==> config.mk <==
export PLATFORM = sky130hd
export DESIGN_NAME = fpwa_ram
export DESIGN_NICKNAME = d
export VERILOG_FILES = /design/src/rtl/core/fit_policy_word_allocator_macros.svh /design/src/rtl/core/fpwa_ram.sv
export SDC_FILE = /design/constraint.sdc
export NUM_CORES = 1
export LEC_CHECK = 0
export BUFFER_PORTS_ARGS = -buffer_cell sky130_fd_sc_hd__buf_2
export CAP_MARGIN = 20
export CORE_MARGIN = 2
export CORE_UTILIZATION = 35
export CTS_CLUSTER_SIZE = 14
export DETAILED_ROUTE_END_ITERATION = 8
export GPL_ROUTABILITY_DRIVEN = 0
export PLACE_DENSITY = 0.52
export REMOVE_ABC_BUFFERS = 1
export SLEW_MARGIN = 15
export SYNTH_ARGS = -nofsm -noshare
export SYNTH_HDL_FRONTEND = slang
export SYNTH_SLANG_ARGS = --single-unit
==> constraint.sdc <==
create_clock -name clk -period 1.45 [get_ports clk]
set_input_delay 0 -clock clk [delete_from_list [all_inputs] [get_ports clk]]
set_output_delay 0 -clock clk [all_outputs]
set_load 0.02 [all_outputs]
==> src/rtl/core/fit_policy_word_allocator_macros.svh <==
// Assertion macros shared by the allocator RTL.
`ifndef FIT_POLICY_WORD_ALLOCATOR_MACROS_SVH
`define FIT_POLICY_WORD_ALLOCATOR_MACROS_SVH

// Same-cycle implication, sampled on clk and quiet during reset.
`define FPWA_ASSERT_IMP(lbl, ante, cons, msg) \
	lbl: assert property (@(posedge clk) disable iff (!arst_n) (ante) |-> (cons)) else $error(msg);

// Next-cycle implication, sampled on clk and quiet during reset.
`define FPWA_ASSERT_NXT(lbl, ante, cons, msg) \
	lbl: assert property (@(posedge clk) disable iff (!arst_n) (ante) |=> (cons)) else $error(msg);

`endif

==> src/rtl/core/fpwa_ram.sv <==
// Generic single-write, single-read RAM with registered read data.
module fpwa_ram #(
	parameter int WIDTH = 8,
	parameter int DEPTH = 16
) (
	input  logic                     clk,
	input  logic                     we,
	input  logic [$clog2(DEPTH)-1:0] waddr,
	input  logic [WIDTH-1:0]         wdata,
	input  logic [$clog2(DEPTH)-1:0] raddr,
	output logic [WIDTH-1:0]         rdata
);
	logic [WIDTH-1:0] mem [DEPTH];

	always_ff @(posedge clk) begin
		if (we) begin
			mem[waddr] <= wdata;
		end
		rdata <= mem[raddr];
	end
endmodule

==> flow_summary.ini <==
[status]
outcome = finished clean

[place]
dp.final_hpwl_mm = 6.46
io_buffers = 25
numPlacedInstances = 449
dpl_cell_area_um2 = 5610

[floorplan]
io_pins = 26
start_util_pct = 35.7
die_h_um = 125
fp.dieW_um = 125
rows = 44
dieArea_um2 = 15700
core_um2 = 14400

[synth]
synth.avg_cell_area_um2 = 22.5
ys_ff_latch = 136
synth_cell_types = 19
synth_area_um2 = 5150
netlist_instances = 229
ys_warn_count = 0
yosysSeqAreaShare_pct = 77.8

[clocking]
cts-root-buf = clkbuf_16
cts_buffers = 17
clock_latency_ns = 0.41
postCtsSetupBuffers = 0
clock_path_buffers = 2
cts_max_level = 4
clkTransAtPathRegs_ns = 0.06
cts_sinks = 136
cts_tree = built
ctsHoldBuffers = 8
post_cts_resized = 0

[critical_path]
setup.worst_path.start = mem[0][3]$_DFFE_PP_
endpoint = rdata[3]$_DFF_P_
path_cells = mux4_1 > a22oi_1 > nand2_1
cp_data_required_time_ns = 1.75
r2r_cells = 3
reg2reg_to = rdata[3]$_DFF_P_
cp_max_fo = 1
ff2ff_setup_slack_ns = 0.12
critical_path.startpoint_type = flip-flop
crit_path_end_kind = flip-flop
criticalPathCategory = reg -> reg
slowest_stage = mux4_1
critPathMaxStageDelay_ns = 0.50
r2r_start = mem[0][3]$_DFFE_PP_
cp.arrival_ns = 1.63

[detailed_routing]
wl_per_cell_um = 20.5
drc = 0
wl_mm = 10.0
vias = 2456
final_antenna_net_count = 0
first_iter_violations = 141
dr.pass1.iters = 4
viasPerCell = 5.02

[layout]
ff_latch_area_um2 = 4000
multi_input_area_um2 = 1060
finish.net_count = 310
design_area_um2 = 6340
areaGrowthSynthToFinish_pct = 23.3
fin_util_pct = 44.0
drive_gt1_share_pct = 31.8
diodes = 0
final_cells = 489
nFillCells = 1275

[global_route]
grt_antenna_before_repair = 0
grt_max_degree = 31
gr-total-overflow = 0
grt_usage_pct = 13.8
grt_pass1_wl_mm = 15.4
grt_pass1_vias = 2615

[sta]
period_share_pct = 91.6
worst_slew_pin_slew_ns = 0.794
fin_crit_ns = 1.33
drv_slew = 0
hold_viol = 0
rsz0062_at_grt = false
clock.fmax_mhz = 753
relSlewSlack_pct = 47.0
clock_skew_ns = 0.00505
finalSetupViolCount = 0

[power]
p_sw_share_pct = 19.0
internal-power_uw = 7720
leakagePower_uw = 0.00216
p_comb_share_pct = 4.8
clockPowerShare_pct = 48.8
p_sw_uw = 1810
p_seq_share_pct = 46.4
ir_drop_mv = 0.944
powerDensity_nw_per_um2 = 1500

[flow_run]
max_cap_viol_count = 0

[hold_path]
hp-class = in -> reg
min_from = raddr[1]
-- power by group through the flow --
stage | Sequential, uW | Combinational (uW) | Clock, uW
floorplan | 4530 | 176 | 0
global placement | 4500 | 443 | 0
detailed placement | 4510 | 447 | 0
CTS | 4430 | 465 | 4730
global route | 4430 | 497 | 4920
finish | 4430 | 454 | 4650
-- flip-flops by register name, indices dropped and copies added, names as in the netlist --
signal  cells
mem       128
rdata       8
-- cells in the mapped netlist --
cell,instances,share of area [%]
a22oi_1,16,2.3
and2_1,1,0.12
and2b_1,1,0.15
buf_2,3,0.29
buf_4,1,0.15
buf_6,3,0.66
clkdlybuf4s25_2,3,0.58
dfxtp_1,8,3.1
edfxtp_1,128,75
mux4_1,14,7.1
mux4_2,18,7.9
nand2_1,9,0.66
nand2b_1,2,0.24
nand3_1,1,0.097
nand3b_1,2,0.29
nor2_1,13,0.95
nor2b_1,1,0.12
nor3_1,4,0.39
or3b_2,1,0.17
-- stage by stage --
step | hold slack (ns) | setup TNS, ns | setup slack (ns) | total power [uW]
2_1_floorplan | 0.0989 | -0.343 | -0.0429 | 4700
3_3_place_gp | 0.384 | 0 | 0.0187 | 4950
3_5_place_dp | 0.396 | 0 | 0.0124 | 4950
4_1_cts | 0.0744 | 0 | 0.0831 | 9620
5_1_grt | 0.119 | 0 | 0.0635 | 9850
6_report | 0.0819 | 0 | 0.122 | 9530
-- layout make-up --
cell class,instances,share of cell area [%]
repair buffers,54,6.31
clock buffers,19,7.14
flip-flops and latches,136,63.1
well taps,184,3.63
multi-input cells,83,16.7
clock inverters,13,3.16
-- worst max-delay path: cells and delay by family, from the launching register on --
family             cells  cell delay [ns]
muxes                  1             0.50
DFF                    1             0.36
AOI/OAI and AO/OA      1             0.27
and+or+nand+nor        1             0.09
-- per-layer routing --
layer / wire [um] / up-vias / global-route usage, %
li1: - / 1097 / -
met5: 0 / - / 0
met4: 149 / 0 / 6.08
met3: 502 / 10 / 4.07
met1: 4450 / 1281 / 18.0
met2: 4920 / 68 / 21.6
-- cells in the final DEF (no fill, tap or decap), types with 4 or more instances in the layout --
| cell type | instances |
|---|---|
| dlygate4sd3_1 | 8 |
| nand2_1 | 9 |
| nor2_1 | 13 |
| nor3_1 | 4 |
| clkinvlp_4 | 4 |
| clkinv_2 | 4 |
| mux4_1 | 14 |
| mux4_2 | 18 |
| bufinv_16 | 5 |
| buf_2 | 25 |
| edfxtp_1 | 128 |
| dfxtp_1 | 8 |
| buf_4 | 18 |
| a22oi_1 | 16 |
| clkbuf_16 | 17 |
-- kinds of logic after synthesis --
kind of cell           share of synthesized area [%]
flip-flops                                      77.8
AND/OR/NAND/NOR                                 3.18
multiplexers                                    15.0
AO/OA/AOI/OAI                                   2.33
buffers and inverters                           1.68
-- worst min-delay path by stage --
stage	endpoint	cells after the start
after detailed placement	mem[9][1]$_DFFE_PP_	1
after global routing	rdata[6]$_DFF_P_	4
final	rdata[6]$_DFF_P_	4
after global placement	mem[14][5]$_DFFE_PP_	1
after floorplan	mem[0][0]$_DFFE_PP_	0
after CTS	rdata[6]$_DFF_P_	4
Note: power is estimated with default switching activity, not from simulation.
