`config.mk`:
```
export PLATFORM = sky130hd
export DESIGN_NAME = fpwa_div
export DESIGN_NICKNAME = d
export VERILOG_FILES = /design/src/rtl/core/fit_policy_word_allocator_macros.svh /design/src/rtl/core/fpwa_pkg.sv /design/src/rtl/core/fpwa_div.sv
export SDC_FILE = /design/constraint.sdc
export NUM_CORES = 1
export LEC_CHECK = 0
export BUFFER_PORTS_ARGS = -buffer_cell sky130_fd_sc_hd__buf_2
export CAP_MARGIN = 20
export CORE_MARGIN = 2
export CORE_UTILIZATION = 56
export CTS_BUF_LIST = sky130_fd_sc_hd__clkbuf_4
export CTS_CLUSTER_SIZE = 10
export DETAILED_ROUTE_END_ITERATION = 10
export PLACE_DENSITY_LB_ADDON = 0.3
export SYNTH_ARGS = -nofsm -noshare
export SYNTH_HDL_FRONTEND = slang
export SYNTH_SLANG_ARGS = --single-unit
```
`constraint.sdc`:
```
create_clock -name clk -period 4.7 [get_ports clk]
set_input_delay 0.47 -clock clk [delete_from_list [all_inputs] [get_ports clk]]
set_output_delay 0.47 -clock clk [all_outputs]
set_load 0.005 [all_outputs]
```
`src/rtl/core/fit_policy_word_allocator_macros.svh`:
```
// Assertion macros shared by the allocator RTL.
`ifndef FIT_POLICY_WORD_ALLOCATOR_MACROS_SVH
`define FIT_POLICY_WORD_ALLOCATOR_MACROS_SVH

// Same-cycle implication, sampled on clk and quiet during reset.
`define FPWA_ASSERT_IMP(lbl, ante, cons, msg) \
	lbl: assert property (@(posedge clk) disable iff (!arst_n) (ante) |-> (cons)) else $error(msg);

// Next-cycle implication, sampled on clk and quiet during reset.
`define FPWA_ASSERT_NXT(lbl, ante, cons, msg) \
	lbl: assert property (@(posedge clk) disable iff (!arst_n) (ante) |=> (cons)) else $error(msg);

`endif

```
`src/rtl/core/fpwa_pkg.sv`:
```
// Shared constants and types of the fit-policy word allocator.
package fpwa_pkg;

	localparam int DEF_MAX_WORDS = 1024;

	localparam int STATUS_W  = 2;
	localparam int WOFF_W    = 10;
	localparam int BYTES_W   = 16;
	localparam int WB_W      = 4;
	localparam int MW_W      = 11;
	localparam int CFG_IDX_W = 2;

	localparam logic [STATUS_W-1:0] STATUS_OK        = 2'd0;
	localparam logic [STATUS_W-1:0] STATUS_NO_FIT    = 2'd1;
	localparam logic [STATUS_W-1:0] STATUS_NOT_BLOCK = 2'd2;
	localparam logic [STATUS_W-1:0] STATUS_NO_INIT   = 2'd3;

	localparam logic [CFG_IDX_W-1:0] CFG_FIT_POLICY   = 2'd0;
	localparam logic [CFG_IDX_W-1:0] CFG_WORD_BYTES   = 2'd1;
	localparam logic [CFG_IDX_W-1:0] CFG_MEMORY_WORDS = 2'd2;

	localparam logic OP_ALLOC = 1'b0;
	localparam logic OP_FREE  = 1'b1;

	typedef struct packed {
		logic               start;
		logic [WB_W-1:0]    divisor;
		logic [BYTES_W-1:0] dividend;
	} div_req_t;

	typedef struct packed {
		logic               done;
		logic [BYTES_W-1:0] quotient;
		logic [WB_W-1:0]    remainder;
	} div_rsp_t;

endpackage

```
`src/rtl/core/fpwa_div.sv`:
```
// Bit-serial restoring divider of a byte count by the word size.
module fpwa_div import fpwa_pkg::*; (
	input  logic     clk,
	input  logic     arst_n,
	input  div_req_t req,
	output div_rsp_t rsp
);
	logic [BYTES_W-1:0] quo_q;
	logic [WB_W-1:0]    rem_q;
	logic [WB_W-1:0]    dvs_q;
	logic [3:0]         cnt_q;
	logic               busy_q;
	logic               done_q;
	logic [WB_W:0]      sh;
	logic               ge;

	assign sh = {rem_q, quo_q[BYTES_W-1]};
	assign ge = sh >= {1'b0, dvs_q};

	always_ff @(posedge clk or negedge arst_n) begin
		if (!arst_n) begin
			busy_q <= 1'b0;
			done_q <= 1'b0;
			cnt_q  <= '0;
		end else begin
			done_q <= 1'b0;
			if (req.start) begin
				busy_q <= 1'b1;
				cnt_q  <= '0;
			end else if (busy_q) begin
				cnt_q <= cnt_q + 4'd1;
				if (cnt_q == 4'd15) begin
					busy_q <= 1'b0;
					done_q <= 1'b1;
				end
			end
		end
	end

	always_ff @(posedge clk) begin
		if (req.start) begin
			quo_q <= req.dividend;
			rem_q <= '0;
			dvs_q <= req.divisor;
		end else if (busy_q) begin
			quo_q <= {quo_q[BYTES_W-2:0], ge};
			rem_q <= ge ? WB_W'(sh - {1'b0, dvs_q}) : sh[WB_W-1:0];
		end
	end

	assign rsp.done      = done_q;
	assign rsp.quotient  = quo_q;
	assign rsp.remainder = rem_q;
endmodule

```
==> results.ini, run 1 <==
[job]
max_cap_violations=0

[timing]
hold_viol=0
holdWs_ns=0.310
slew_headroom_pct=58.8
setup_tns_ns=0
fmaxAchievable_mhz=524
finClkSkew_ns=0.00824
slew_viol_final=0
rsz0062_at_grt=no
finalCritPeriodShare_pct=40.6
setup-violations-final=0
period_needed_ns=1.91
tightestPinTransition_ns=0.618

[critical_path]
path_class=flip-flop to flip-flop
slowest_delay_ns=0.43
critPathSlowestCell=edfxtp_1
cp.arrival_ns=1.99
start_kind=flip-flop
required_ns=4.78
cp-end-kind=flip-flop
crit_fanout=5
critical_path.cell_chain=inv_1 > ha_1 > nor2b_1 > o221a_4 > or2_4 > mux2_2

[cts]
htree_levels=2
clk_pin_slew_ns=0.10
clockBufferDepth=2
clock_sinks=30
clock_latency_ns=0.33
cts_tree=yes
post_cts_resized=0
post_cts_buffers=0
cts_root_buf=clkbuf_4
numCtsBuffers=5

[yosys]
synth_top_area_share_pct=42.6
synth-seq-cells=30
synth_flop_cell=edfxtp_1
yosysTopAreaCell=edfxtp_1
synth.avg_cell_area_um2=13.8
synth_edf_count=20
yosys_warnings=0
synth_cell_type_count=32
syn_area_um2=1410
yosysMostFrequentCell=edfxtp_1
synth_area_leaders=edfxtp_1, mux2_2, dfrtp_1
synth_nets=131
async_flop_share_pct=20.0
seq_area_frac_synth_pct=58.9
synth.top_cells.by_count=edfxtp_1, mux2_2, dfrtp_1, inv_1, nor2_1
netlist_instances=102

[global_routing]
grt_overflow=0
grt_max_degree=33
grt_use_total_pct=19.2
grt_pass1_wl_mm=3.82
grt_pass1_vias=841
antenna_found_initial=0

[route]
vias=960
drtIter0Drc=18
firstDrtPassIters=4
drc=0
wl_per_cell_um=13.8
routed_wl_mm=2.47
viasPerCell=5.36
ant_nets=0

[status]
status=completed

[floorplan]
rows=18
dieWidth_um=54.2
die_area_um2=2940
initial_utilization_pct=58.0
die_h_um=54.2
io_pins=44
core_area_um2=2430

[final_layout]
num_antenna_cells=0
drive_gt1_share_pct=47.7
layout.nets=177
areaGrowthSynthToFinish_pct=22.7

[placed_design]
gp_congestion=0.775
io_buffers=43
place_hpwl_mm=1.75

[pwr]
irDropWorstVdd_uv=351
p_leak_nw=0.781
power_density_nw_per_um2=440

[hold_path]
hp-class=input port to flip-flop

path summary, 6_finish.rpt:
check | startpoint | slack (ns) | depth (start not counted) | endpoint
max | dvs_q[1]$_DFFE_PP_ | 2.79 | 6 | quo_q[0]$_DFFE_PP_
min | req[16] | 0.31 | 1 | dvs_q[0]$_DFFE_PP_
max reg2reg | dvs_q[1]$_DFFE_PP_ | 2.79 | 6 | quo_q[0]$_DFFE_PP_
min reg2reg | rem_q[3]$_SDFFE_PP0P_ | 0.50 | 2 | rem_q[3]$_SDFFE_PP0P_
max in group asynchronous | arst_n | 4.08 | 2 | cnt_q[3]$_DFFE_PN0P_
min in group asynchronous | arst_n | 0.48 | 2 | cnt_q[1]$_DFFE_PN0P_
critical path, delay by kind of cell (launching register included):
family,cells,cell delay [ns]
AO/OA/AOI/OAI,1,0.26
buffers and inverters,1,0.07
AND/OR/NAND/NOR,2,0.41
multiplexers,1,0.26
adder cells (fa/ha/maj),1,0.23
flip-flops,1,0.43
routing by layer:
| layer | GRT usage (%) | up-vias | routed length, um |
|---|---|---|---|
| met4 | 7.08 | 0 | 29 |
| met1 | 25.5 | 448 | 1040 |
| met2 | 26.7 | 40 | 1190 |
| met3 | 9.72 | 4 | 209 |
| li1 | - | 468 | - |
| met5 | 0 | - | 0 |
cell type report:
| cell class | count | area, um^2 |
|---|---|---|
| sequential | 30 | 831 |
| clock inverter | 2 | 37.5 |
| multi-input combinational | 61 | 532 |
| tap | 30 | 37.5 |
| inverter | 6 | 22.5 |
| fill | 181 | 702 |
| clock buffer | 6 | 45.0 |
| timing repair buffer | 44 | 225 |
timing repair:
item	CTS	global route
hold endpoints to repair	6	0
hold buffers	1	0
endpoints found under the setup margin	0	0
stage by stage:
step / std cells / setup WS (ns) / power, mW / util [%] / instance area [um^2]
final: 179 / 2.79 / 0.762 / 71.1 / 1730
after floorplan: 102 / 2.89 / 0.487 / - / 1410
after global routing: 179 / 2.74 / 0.808 / 71.1 / 1730
after global placement: 170 / 2.86 / 0.550 / 67.3 / 1640
after detailed placement: 170 / 2.81 / 0.558 / 67.3 / 1640
after CTS: 179 / 2.79 / 0.767 / 71.1 / 1730
layout by cell type (no fill, tap or decap), drive strengths merged, types with 3 or more instances in the layout:
| cell | instances |
|---|---|
| nor2 | 6 |
| xor2 | 3 |
| or2 | 3 |
| inv | 6 |
| buf | 43 |
| mux2 | 16 |
| dfrtp | 6 |
| edfxtp | 20 |
| nor2b | 3 |
| ha | 5 |
| nand2 | 3 |
| dfxtp | 4 |
| clkbuf | 6 |
sequential cells by signal (all words and copies together) (netlist names):
register  cells
quo_q        16
cnt_q         4
dvs_q         4
rem_q         4
busy_q        1
done_q        1
where the power goes:
part,switching [mW],internal (mW)
combinational,0.0938,0.105
clock,0.0901,0.118
sequential,0.0280,0.327
kinds of logic (layout without fill, tap and decap cells):
| logic type | after synthesis | count (layout) | synth area share [%] |
|---|---|---|---|
| buffers and inverters | 11 | 58 | 3.37 |
| xor gates and xnor gates | 4 | 4 | 2.48 |
| adders and majority gates | 6 | 6 | 5.86 |
| and+or+nand+nor | 22 | 22 | 8.87 |
| DFF | 30 | 30 | 58.9 |
| AOI/OAI and AO/OA | 12 | 12 | 7.01 |
| muxes | 17 | 17 | 13.5 |
Note: power is estimated with default switching activity, not from simulation.
==> inputs of run 2 (changes only) <==
--- a/config.mk
+++ b/config.mk
@@ -8,7 +8,7 @@
 export BUFFER_PORTS_ARGS = -buffer_cell sky130_fd_sc_hd__buf_2
 export CAP_MARGIN = 20
 export CORE_MARGIN = 2
-export CORE_UTILIZATION = 56
+export CORE_UTILIZATION = 47
 export CTS_BUF_LIST = sky130_fd_sc_hd__clkbuf_4
 export CTS_CLUSTER_SIZE = 10
 export DETAILED_ROUTE_END_ITERATION = 10
==> constraint.sdc (replaced) <==
create_clock -name clk -period 1.65 [get_ports clk]
set_input_delay 0.165 -clock clk [delete_from_list [all_inputs] [get_ports clk]]
set_output_delay 0.165 -clock clk [all_outputs]
set_load 0.005 [all_outputs]
==> results.ini, run 2 (synthesis gave the netlist of run 1 again) <==
[route]
viasPerCell=5.19
firstDrtPassIters=7
drtIter0Drc=12
drc=1
wl_per_cell_um=14.3
routed_wl_mm=2.82
vias=1022
ant_nets=0

[placed_design]
gp_congestion=0.864
place_area_um2=1760
place_hpwl_mm=2.12
io_buffers=43

[critical_path]
crit_fanout=2
path_class=flip-flop to flip-flop
worstReg2RegStart=dvs_q[1]$_DFFE_PP_
cp.arrival_ns=1.84
required_ns=1.72
start_kind=flip-flop
cp-startpoint=dvs_q[1]$_DFFE_PP_
cp-end-kind=flip-flop

[final_layout]
final_common_cell=buf_2
drive_gt1_share_pct=58.4
largest_reg_flops=16
num_antenna_cells=0
layout.nets=194
final_cell_mix=buf_2, edfxtp_1, buf_4
areaGrowthSynthToFinish_pct=35.3
largest_register=quo_q
final_area_um2=1910

[timing]
slew_viol_final=0
rsz0062_at_grt=yes
tightestPinTransition_ns=0.404
slew_headroom_pct=73.0
fin_ws_ns=-0.115
holdWs_ns=0.0248
finalCritPeriodShare_pct=107
setup-violations-final=4
hold_viol=0
period_needed_ns=1.77
finClkSkew_ns=0.00651
fmaxAchievable_mhz=567

[floorplan]
dieWidth_um=58.8
die_h_um=58.8
io_pins=44
initial_utilization_pct=50.3
rows=19
die_area_um2=3450
core_area_um2=2810

[pwr]
p_leak_nw=0.876
pwr-share-seq_pct=42.1
power.switching_mw=0.659
power_density_nw_per_um2=1250
swShare_pct=27.6
p_total_mw=2.39
p_int_mw=1.73
comb_power_share_pct=33.9
irDropWorstVdd_uv=732
power.share.clock_pct=24.0

[global_routing]
grt_pass1_wl_mm=4.58
grt_overflow=0
grt_max_degree=18
antenna_found_initial=0
grt_pass1_vias=1029
grt_use_total_pct=17.9

[cts]
cts_tree=yes
numCtsBuffers=5
cts_root_buf=clkbuf_4
clockBufferDepth=2
htree_levels=2
clock_sinks=30
clock_latency_ns=0.32
clk_pin_slew_ns=0.09

[job]
max_cap_violations=0

[status]
status=complete, but fails checks
failed_checks=design-rule violations, negative setup slack

[hold_path]
hp-class=input port to flip-flop
holdCritStartpoint=req[17]

==> run 2: critical path, cell delays in order, from the launching register on <==
cell and delay, ns:
edfxtp_1 0.37, inv_2 0.05, ha_4 0.15, or2_4 0.23, o221a_4 0.24, or2_4 0.23
mux2_2 0.25
==> run 2: final cells by class <==
type,count,area [um^2]
repair buffers,61,353
flip-flops and latches,30,831
well taps,31,38.8
inverters,6,22.5
fillers,222,897
multi-input cells,61,584
clock inverters,2,33.8
clock buffers,6,45.0
==> run 2: power by group through the flow <==
stage          clock [mW]  combinational (mW)  sequential [mW]
2_1_floorplan           0               0.380             1.02
3_3_place_gp            0               0.711             1.01
3_5_place_dp            0               0.735             1.02
4_1_cts             0.591               0.772             1.01
5_1_grt             0.621               0.891             1.02
6_report            0.574               0.811             1.00
==> run 2: per-layer routing <==
layer | up-vias | track usage (%) | part of all wire, %
li1 | 508 | - | -
met1 | 478 | 24.5 | 45
met2 | 31 | 26.3 | 49
met3 | 5 | 5.27 | 5.2
met5 | - | 0 | 0
met4 | 0 | 8.12 | 1.3
==> run 2: timing repair <==
item                                    4_1_cts  5_1_grt
hold endpoints to repair                      6        0
endpoints found under the setup margin        4        4
resized for setup                             4        4
pin swaps                                     2        0
buffers inserted                              0        2
hold buffers                                  1        0
==> run 2: path summary, 6_finish.rpt <==
| kind | slack [ns] | cells after the start | endpoint |
|---|---|---|---|
| min in group asynchronous | 0.19 | 2 | cnt_q[1]$_DFFE_PN0P_ |
| worst max-delay path | -0.12 | 6 | quo_q[0]$_DFFE_PP_ |
| worst max register to register | -0.12 | 6 | quo_q[0]$_DFFE_PP_ |
| worst min register to register | 0.49 | 2 | rem_q[3]$_SDFFE_PP0P_ |
| max in group asynchronous | 1.31 | 2 | done_q$_DFF_PN0_ |
| worst min-delay path | 0.02 | 1 | dvs_q[1]$_DFFE_PP_ |
==> run 2: per-stage QoR <==
stage          worst slack [ns]  TNS (ns)  cells  util (%)
2_1_floorplan            -0.125    -0.125    102         -
3_3_place_gp            -0.0773    -0.177    186      62.8
3_5_place_dp             -0.141    -0.412    186      62.8
4_1_cts                  -0.106    -0.268    195      66.9
5_1_grt                  -0.171    -0.552    197      68.0
6_report                 -0.115    -0.312    197      68.0
